$ cat config.mk
export PLATFORM = sky130hd
export DESIGN_NAME = ddz_stats_stage
export DESIGN_NICKNAME = d
export VERILOG_FILES = /design/src/ddz_pkg.sv /design/src/ddz_stats_stage.sv
export SDC_FILE = /design/constraint.sdc
export NUM_CORES = 1
export LEC_CHECK = 0
export ABC_AREA = 1
export BUFFER_PORTS_ARGS = -buffer_cell sky130_fd_sc_hd__buf_2
export CAP_MARGIN = 20
export CORE_ASPECT_RATIO = 0.75
export CORE_MARGIN = 2
export CORE_UTILIZATION = 36
export DETAILED_ROUTE_END_ITERATION = 10
export PLACE_DENSITY = 0.63
export SLEW_MARGIN = 40
export SYNTH_ARGS = -nofsm -noshare
export SYNTH_HDL_FRONTEND = slang
export SYNTH_SLANG_ARGS = --single-unit
$ cat constraint.sdc
create_clock -name clock -period 24.5 [get_ports clock]
set_clock_uncertainty 0.1 [all_clocks]
set_input_delay 4.9 -clock clock [delete_from_list [all_inputs] [get_ports clock]]
set_output_delay 4.9 -clock clock [all_outputs]
set_load 0.1 [all_outputs]
$ cat src/ddz_pkg.sv
// ----------------------------------------------------------------------------
// ddz_pkg
// Shared types and fixed constants of the delta / double delta encoder.
// ----------------------------------------------------------------------------
package ddz_pkg;

   // Sample index field and reference store depth (index wraps on the store)
   localparam int INDEX_BITS       = 12;
   localparam int MAX_SAMPLES      = 2 ** INDEX_BITS;

   // Width of the reported code-width fields
   localparam int WIDTH_FIELD_BITS = 5;

   typedef enum logic {
      MODE_REFERENCE = 1'b0,
      MODE_COMPARE   = 1'b1
   } mode_type;

   // Per-request control travelling down the pipeline
   typedef struct packed {
      logic first;    // index 0: start of a series
      logic compare;  // compared series
      logic last;     // final request of the series
   } ctrl_type;

endpackage

$ cat src/ddz_stats_stage.sv
// ----------------------------------------------------------------------------
// ddz_stats_stage
// Running series statistics and the response output register.
// ----------------------------------------------------------------------------
module ddz_stats_stage #(
   parameter int SAMPLE_BITS = 24
) (
   input  logic                                    clock,
   input  logic                                    reset,
   input  logic                                    item_valid,
   input  ddz_pkg::ctrl_type                       item_ctrl,
   input  logic signed [SAMPLE_BITS-1:0]           item_sample,
   input  logic signed [SAMPLE_BITS:0]             item_delta,
   input  logic signed [SAMPLE_BITS+1:0]           item_ddelta,
   input  logic [SAMPLE_BITS:0]                    item_dcode,
   input  logic [SAMPLE_BITS+1:0]                  item_ddcode,
   output logic                                    out_free,
   output logic                                    rsp_valid,
   input  logic                                    rsp_stall,
   output logic [SAMPLE_BITS:0]                    rsp_delta_code,
   output logic [SAMPLE_BITS+1:0]                  rsp_double_delta_code,
   output logic signed [SAMPLE_BITS-1:0]           rsp_sample_min,
   output logic signed [SAMPLE_BITS-1:0]           rsp_sample_max,
   output logic signed [SAMPLE_BITS:0]             rsp_delta_min,
   output logic signed [SAMPLE_BITS:0]             rsp_delta_max,
   output logic signed [SAMPLE_BITS+1:0]           rsp_ddelta_min,
   output logic signed [SAMPLE_BITS+1:0]           rsp_ddelta_max,
   output logic [ddz_pkg::WIDTH_FIELD_BITS-1:0]    rsp_delta_width,
   output logic [ddz_pkg::WIDTH_FIELD_BITS-1:0]    rsp_ddelta_width,
   output logic                                    rsp_stats_valid
);

   localparam int SB       = SAMPLE_BITS;
   localparam int DB       = SAMPLE_BITS + 1;
   localparam int DDB      = SAMPLE_BITS + 2;
   localparam int LEN_BITS = $clog2(DDB + 1);
   localparam int WFB      = ddz_pkg::WIDTH_FIELD_BITS;

   // Bit length of a code, zero for a zero code
   function automatic logic [LEN_BITS-1:0] bit_len(input logic [DDB-1:0] v);
      logic [LEN_BITS-1:0] n;
      n = '0;
      for (int i = 0; i < DDB; i++) begin
         if (v[i]) begin
            n = LEN_BITS'(i + 1);
         end
      end
      return n;
   endfunction

   function automatic logic [WFB-1:0] width_field(input logic [LEN_BITS-1:0] n);
      logic [LEN_BITS-1:0] m;
      m = (n == '0) ? LEN_BITS'(1) : n;
      return WFB'(m);
   endfunction

   logic                   load;
   logic [LEN_BITS-1:0]    dlen, ddlen;

   logic signed [SB-1:0]   smin_ff, smin_in, smax_ff, smax_in;
   logic signed [DB-1:0]   dmin_ff, dmin_in, dmax_ff, dmax_in;
   logic signed [DDB-1:0]  ddmin_ff, ddmin_in, ddmax_ff, ddmax_in;
   logic [LEN_BITS-1:0]    dlen_ff, dlen_in, ddlen_ff, ddlen_in;

   logic                   rsp_valid_ff, rsp_valid_in;
   logic [DB-1:0]          dcode_ff;
   logic [DDB-1:0]         ddcode_ff;
   logic signed [SB-1:0]   out_smin_ff, out_smax_ff;
   logic signed [DB-1:0]   out_dmin_ff, out_dmax_ff;
   logic signed [DDB-1:0]  out_ddmin_ff, out_ddmax_ff;
   logic [WFB-1:0]         out_dwidth_ff, out_ddwidth_ff;
   logic                   stats_valid_ff;

   assign out_free     = !rsp_valid_ff || !rsp_stall;
   assign load         = item_valid && out_free;
   assign rsp_valid_in = out_free ? item_valid : rsp_valid_ff;

   // Track the widest code rather than the largest code: same answer
   assign dlen  = bit_len(DDB'(item_dcode));
   assign ddlen = bit_len(item_ddcode);

   always_comb begin
      if (item_ctrl.first) begin
         smin_in  = item_sample;
         smax_in  = item_sample;
         dmin_in  = item_delta;
         dmax_in  = item_delta;
         ddmin_in = item_ddelta;
         ddmax_in = item_ddelta;
         dlen_in  = dlen;
         ddlen_in = ddlen;
      end else begin
         smin_in  = (item_sample < smin_ff) ? item_sample : smin_ff;
         smax_in  = (item_sample > smax_ff) ? item_sample : smax_ff;
         dmin_in  = (item_delta < dmin_ff) ? item_delta : dmin_ff;
         dmax_in  = (item_delta > dmax_ff) ? item_delta : dmax_ff;
         ddmin_in = (item_ddelta < ddmin_ff) ? item_ddelta : ddmin_ff;
         ddmax_in = (item_ddelta > ddmax_ff) ? item_ddelta : ddmax_ff;
         dlen_in  = (dlen > dlen_ff) ? dlen : dlen_ff;
         ddlen_in = (ddlen > ddlen_ff) ? ddlen : ddlen_ff;
      end
   end

   always_ff @(posedge clock) begin
      if (reset) begin
         rsp_valid_ff <= 1'b0;
         smin_ff      <= '0;
         smax_ff      <= '0;
         dmin_ff      <= '0;
         dmax_ff      <= '0;
         ddmin_ff     <= '0;
         ddmax_ff     <= '0;
         dlen_ff      <= '0;
         ddlen_ff     <= '0;
      end else begin
         rsp_valid_ff <= rsp_valid_in;
         if (load) begin
            // Clear after the final request of a series
            if (item_ctrl.last) begin
               smin_ff  <= '0;
               smax_ff  <= '0;
               dmin_ff  <= '0;
               dmax_ff  <= '0;
               ddmin_ff <= '0;
               ddmax_ff <= '0;
               dlen_ff  <= '0;
               ddlen_ff <= '0;
            end else begin
               smin_ff  <= smin_in;
               smax_ff  <= smax_in;
               dmin_ff  <= dmin_in;
               dmax_ff  <= dmax_in;
               ddmin_ff <= ddmin_in;
               ddmax_ff <= ddmax_in;
               dlen_ff  <= dlen_in;
               ddlen_ff <= ddlen_in;
            end
         end
      end
      if (load) begin
         dcode_ff       <= item_dcode;
         ddcode_ff      <= item_ddcode;
         stats_valid_ff <= item_ctrl.last;
         if (item_ctrl.last) begin
            out_smin_ff    <= smin_in;
            out_smax_ff    <= smax_in;
            out_dmin_ff    <= dmin_in;
            out_dmax_ff    <= dmax_in;
            out_ddmin_ff   <= ddmin_in;
            out_ddmax_ff   <= ddmax_in;
            out_dwidth_ff  <= width_field(dlen_in);
            out_ddwidth_ff <= width_field(ddlen_in);
         end else begin
            out_smin_ff    <= '0;
            out_smax_ff    <= '0;
            out_dmin_ff    <= '0;
            out_dmax_ff    <= '0;
            out_ddmin_ff   <= '0;
            out_ddmax_ff   <= '0;
            out_dwidth_ff  <= '0;
            out_ddwidth_ff <= '0;
         end
      end
   end

   assign rsp_valid             = rsp_valid_ff;
   assign rsp_delta_code        = dcode_ff;
   assign rsp_double_delta_code = ddcode_ff;
   assign rsp_sample_min        = out_smin_ff;
   assign rsp_sample_max        = out_smax_ff;
   assign rsp_delta_min         = out_dmin_ff;
   assign rsp_delta_max         = out_dmax_ff;
   assign rsp_ddelta_min        = out_ddmin_ff;
   assign rsp_ddelta_max        = out_ddmax_ff;
   assign rsp_delta_width       = out_dwidth_ff;
   assign rsp_ddelta_width      = out_ddwidth_ff;
   assign rsp_stats_valid       = stats_valid_ff;

endmodule

# [Yosys cells after proc, flatten, opt, wreduce, memory -nomap -nowiden]
# Cells that the tools add are included.
[classes] n_reduce_logical=8 bitwise_logic=1 order_cmp=8 n_mux=77
[op_table] op="two-way mux 5 bit" n=55
[op_table] op="two-way mux 26 bit" n=6
[op_table] op="two-way mux 25 bit" n=6
[op_table] op="two-way mux 24 bit" n=6
[op_table] op="greater-than comparator 26 bit" n=1
[op_table] op="less-than comparator 26 bit" n=1
[op_table] op="greater-than comparator 25 bit" n=1
[op_table] op="less-than comparator 25 bit" n=1
[op_table] op="greater-than comparator 24 bit" n=1
[op_table] op="less-than comparator 24 bit" n=1
[op_table] op="greater-than comparator 5 bit" n=2
[op_table] op="logical NOT 5 bit" n=2
[op_table] op="two-way mux 1 bit" n=4
[op_table] op="OR reduction 2 bit" n=2
[op_table] op="logical NOT 1 bit" n=2
[op_table] op="logical AND 1 bit" n=1
[op_table] op="logical OR 1 bit" n=1
[op_table] op="NOT 1 bit" n=1
[totals] in_bits=133 reg_bits=373 out_inout_bits=214 elab_cells=116

# [Longest topological paths before layout]
[depth] word_depth=31 mapped_depth=38

# [Worst setup path after synthesis]
# No wires, ideal clock.
[synth_timing] kind="input to register" startpoint="in rsp_stall" endpoint="reg out_ddmax_ff[0] (netlist: rsp_ddelta_max[0]), enable pin" required_ns=23.741 path_stages=4 path_slack_ns=11.868 arrival_ns=11.872 cell_sequence="nand2_1 nand2_1 inv_2 clkbuf_1"
[synth_between] elab_chain_cells=3
[synth_lines] item="from (decl)" line="ddz_stats_stage.sv:19" rtl="input logic rsp_stall,"
[synth_lines] item="logical NOT 1 bit" line="ddz_stats_stage.sv:74" rtl="assign out_free = !rsp_valid_ff || !rsp_stall;"
[synth_lines] item="logical OR 1 bit" line="ddz_stats_stage.sv:74"
[synth_lines] item="logical AND 1 bit" line="ddz_stats_stage.sv:75" rtl="assign load = item_valid && out_free;"
[synth_lines] item="named net load" line="ddz_stats_stage.sv:57" rtl="logic load;"
[synth_lines] item="to (signal assigned)" line="ddz_stats_stage.sv:150" rtl="out_ddmax_ff <= ddmax_in;"
[synth_lines] item="to (decl)" line="ddz_stats_stage.sv:70" rtl="logic signed [DDB-1:0] out_ddmin_ff, out_ddmax_ff;"
# The timed path passes the listed nets, and every way through them passes these cells.
# A chain may end at the register's enable or synchronous reset.

# [Worst setup path after layout]
[layout_timing] startpoint="in rsp_stall" endpoint="out out_free"
[layout_between] elab_chain_cells=2
[layout_lines] item="logical NOT 1 bit" line="ddz_stats_stage.sv:74"
[layout_lines] item="logical OR 1 bit" line="ddz_stats_stage.sv:74"
[layout_lines] item="to (decl)" line="ddz_stats_stage.sv:17" rtl="output logic out_free,"
# No other way between the ends.

==> metrics.md <==
| Metric | Value |
|---|---|
| Final Hold Violating Endpoints | 0 |
| Fin nets | 2,896 |
| Worst slack at placement | 13.89 ns |
| Time the final worst path needs with I/O delays and setup | 10.60 ns |
| Share of flip-flops with an asynchronous set or reset after synthesis | 0 |
| Total of hold buffers inserted after clock tree synthesis | 0 |
| Count of flip-flops with a built-in enable after synthesis | 212 |
| Buffers inserted by post-CTS timing repair | 0 |
| Capturing element type of the critical path | output port |
| CP required | 19.50 ns |
| Cell type of the slowest stage on the worst timing path | sky130_fd_sc_hd__buf_2 |
| Total non-filler cell area in the finished layout | 23,200 µm² |
| Most frequent cell after synthesis | sky130_fd_sc_hd__inv_1 |
| Worst-margin pin slew | 0.7971 ns |
| Number of placement rows | 73 |
| HPWL after detailed placement | 36.91 mm |
| Synth-to-Final Area Change | 19.49% |
| Cell occurring most often along the worst timing path | sky130_fd_sc_hd__buf_2 |
| Number of DRC markers in iteration 0 | 1,091 |
| Dominant synthesized flop cell | sky130_fd_sc_hd__edfxtp_1 |
| Synth top cells by count | sky130_fd_sc_hd__inv_1, sky130_fd_sc_hd__nand2_1, sky130_fd_sc_hd__nor2_1, sky130_fd_sc_hd__edfxtp_1, sky130_fd_sc_hd__dfxtp_1 |
| Sequential-to-total area share from yosys stat | 0.4939 |
| Crit-path max FO | 3 |
| Fraction of layout cells with a size suffix above 1 | 0.1713 |
| Cell area after synthesis | 19,410 µm² |
| Worst vdd rail ir drop | 52.33 µV |
| Number of buffers inserted during clock tree synthesis | 41 |
| Sort of element at the start of the critical path | input port |
| Filler Cells Inserted | 5,240 |
| Antenna violations before repair | 13 |
| Number of distinct standard cells referenced by the synthesized netlist | 47 |
| List of cells traversed by the critical path | buf_2 -> nand2_1 -> buf_2 |
| Clock tree from TritonCTS | done |
| Vertical extent of the die | 205.1 µm |
| DRC violation count after routing | 0 |
| FF-to-FF End | smax_ff[11] |
| Remaining Overflow, GRT | 0 |
| Outcome | complete, no violations |
| Number of buffers between clock root and the deepest sink | 3 |
| Insertion delay of the later-clocked pin in the worst-skew pair | 0.56 ns |
| Inst Count DP | 3,274 |
| CTS HTree Levels | 2 |
| Die Span X | 272.2 µm |
| Setup slack on the worst flop-to-flop path | 21.09 ns |
| Final total power | 1.854 mW |
| Number of sinks handled by clock tree synthesis | 373 |
| Die Outline Area | 55,820 µm² |
| Detailed-route vias per instance | 4.847 |
| Peak Freq | 94.34 MHz |
| Largest cells by area after synthesis | sky130_fd_sc_hd__edfxtp_1, sky130_fd_sc_hd__dfxtp_1, sky130_fd_sc_hd__ha_1, sky130_fd_sc_hd__inv_1, sky130_fd_sc_hd__nand2_1 |
| Wire length of the first global-routing pass | 83.15 mm |
| Nets in the synthesized netlist | 2,594 |
| Number of global-route vias before repair | 15,784 |
| Post-synthesis register bit count | 373 |
| Leak pwr | 10.20 nW |
| Post-CTS sizing | 0 |
| Data arrival time of the critical path | 5.60 ns |
| Launch point of the worst reg-to-reg path | smax_ff[23] |
| Count of placed standard cells in the final layout, fillers left out | 3,357 |
| Final setup slack of the worst path | 13.90 ns |
| Gate count after technology mapping | 2,304 |
| End of the critical path | out_free |
| Initial core utilization | 0.3652 |
| GRT Total Usage | 0.1874 |
| WS Path Type | in2out |
| Crit share post-route | 0.4327 |
| Final number of setup-violating endpoints | 0 |
| Ys Warns | 0 |
| Vias after detailed routing | 16,273 |
| Crit path launch | rsp_stall |
| Classification of the worst-slack hold path | reg2reg |
| Power per standard cell area | 79.92 nW/µm² |
| Biggest area consumer among synthesized cells | sky130_fd_sc_hd__edfxtp_1 |
| Fin. max-slew vios | 0 |
| DR pass1 iterations | 5 |
| Setup repair after global routing missed its margin | false |
| Sum Neg Setup Slack | 0 ns |
| Root Buffer Master | sky130_fd_sc_hd__clkbuf_16 |
| Synth top area share | 0.3279 |
| Wirelength, routed | 53.47 mm |
| Pin count of the biggest net entering global routing | 156 |
| Total of max-cap violations | 0 |
| Per-cell routed wire length | 15.93 µm |
| Area after DPL | 21,780 µm² |
| Placer congestion estimate | 0.8906 |
| Clock transition time at the flip-flop clock pins of the worst setup and hold paths | 0.06 ns |
| Number of nets with antenna violations after detailed routing | 0 |
| Reg2reg path depth | 18 |
| Core ar. | 53,160 µm² |
| Relative slew slack | 0.4666 |
| Input/output buffers | 345 |
| Synth Area per Inst | 8.427 µm² |
| Number of primary I/O pins | 347 |
| Largest stage delay, worst path | 0.45 ns |
| Flip-flop and latch area | 9589 µm² |
| Total area of multi-input combinational cells | 7878 µm² |
## per-stage QoR
| stage | util | hold WS, ns |
|---|---|---|
| 6_report | 0.4364 | 0.3646 |
| 5_1_grt | 0.4364 | 0.3914 |
| 4_1_cts | 0.4356 | 0.3689 |
| 3_5_place_dp | 0.4097 | 0.3593 |
| 3_3_place_gp | 0.4088 | 0.3560 |
| 2_1_floorplan | - | 0.3453 |
## per-layer routing
layer	up-vias	GRT usage	share of wire
li1	8164	-	-
met1	7564	0.2412	0.45
met2	435	0.3035	0.45
met3	98	0.05052	0.073
met4	12	0.06574	0.028
met5	-	0	0.0014
## state kept, by name, indices dropped and copies added, names as in the netlist, 26 cells and up
name                   count
ddmax_ff                  26
rsp_double_delta_code     26
rsp_ddelta_min            26
ddmin_ff                  26
rsp_ddelta_max            26
## area by class of cell
type | count | area share
Inverter | 419 | 0.06866
Timing Repair Buffer | 356 | 0.07993
Clock buffer | 50 | 0.04795
Tap cell | 712 | 0.03840
Sequential cell | 373 | 0.4134
Clock inverter | 26 | 0.01149
Multi-Input combinational cell | 1415 | 0.3396
Antenna cell | 6 | 0.0006472
## how the worst min path moves through the flow
stage / startpoint / endpoint / slack (ns) / depth (start not counted)
finish: ddlen_ff[1] / ddlen_ff[1] / 0.36 / 2
global route: ddlen_ff[1] / ddlen_ff[1] / 0.39 / 2
CTS: ddlen_ff[1] / ddlen_ff[1] / 0.37 / 2
floorplan: ddlen_ff[1] / ddlen_ff[1] / 0.35 / 2
detailed placement: dlen_ff[3] / dlen_ff[3] / 0.36 / 2
global placement: ddlen_ff[3] / ddlen_ff[3] / 0.36 / 2
## report_power, final
part	switching, mW	total (mW)	leakage (nW)	internal (mW)
Sequential	0.0169	0.731	3.42	0.714
Clock	0.264	0.641	0.668	0.377
Combinational	0.383	0.482	6.11	0.0989
Total	0.664	1.85	10.2	1.19
## worst max-delay path, delay by kind of cell
family	cells	cell delay, ns
and+or+nand+nor	1	0.14
buffers and inverters	2	0.56
## cells by family after synthesis
kind of cell / share of synthesized area
flops: 0.4939
simple gates: 0.1701
xor+xnor: 0.001354
fa+ha+maj: 0.1012
compound gates: 0.1314
buf+inv: 0.1021
## placed cells by master (no fill, tap or decap), types with 5 or more instances in the layout
cell                        count
sky130_fd_sc_hd__nand4_1       13
sky130_fd_sc_hd__a211oi_1       8
sky130_fd_sc_hd__o22ai_1       97
sky130_fd_sc_hd__clkbuf_16     43
sky130_fd_sc_hd__bufinv_16      5
sky130_fd_sc_hd__o21ai_0      134
sky130_fd_sc_hd__o21a_1         7
sky130_fd_sc_hd__a21oi_1      131
sky130_fd_sc_hd__buf_6          6
sky130_fd_sc_hd__o21ai_1       40
sky130_fd_sc_hd__nor4_1         7
sky130_fd_sc_hd__nand2_2        8
sky130_fd_sc_hd__diode_2        6
sky130_fd_sc_hd__inv_1        415
sky130_fd_sc_hd__ha_1         157
sky130_fd_sc_hd__clkinv_1      10
sky130_fd_sc_hd__nor2_1       296
sky130_fd_sc_hd__nand3_1       31
sky130_fd_sc_hd__or2_1         42
sky130_fd_sc_hd__or2_2         13
sky130_fd_sc_hd__nand2_1      373
sky130_fd_sc_hd__buf_2        344
sky130_fd_sc_hd__nor3_1        11
sky130_fd_sc_hd__o31ai_1        6
sky130_fd_sc_hd__dfxtp_1      161
sky130_fd_sc_hd__edfxtp_1     212
sky130_fd_sc_hd__buf_4          5
sky130_fd_sc_hd__clkbuf_1       6
Note: power is estimated with default switching activity, not from simulation.
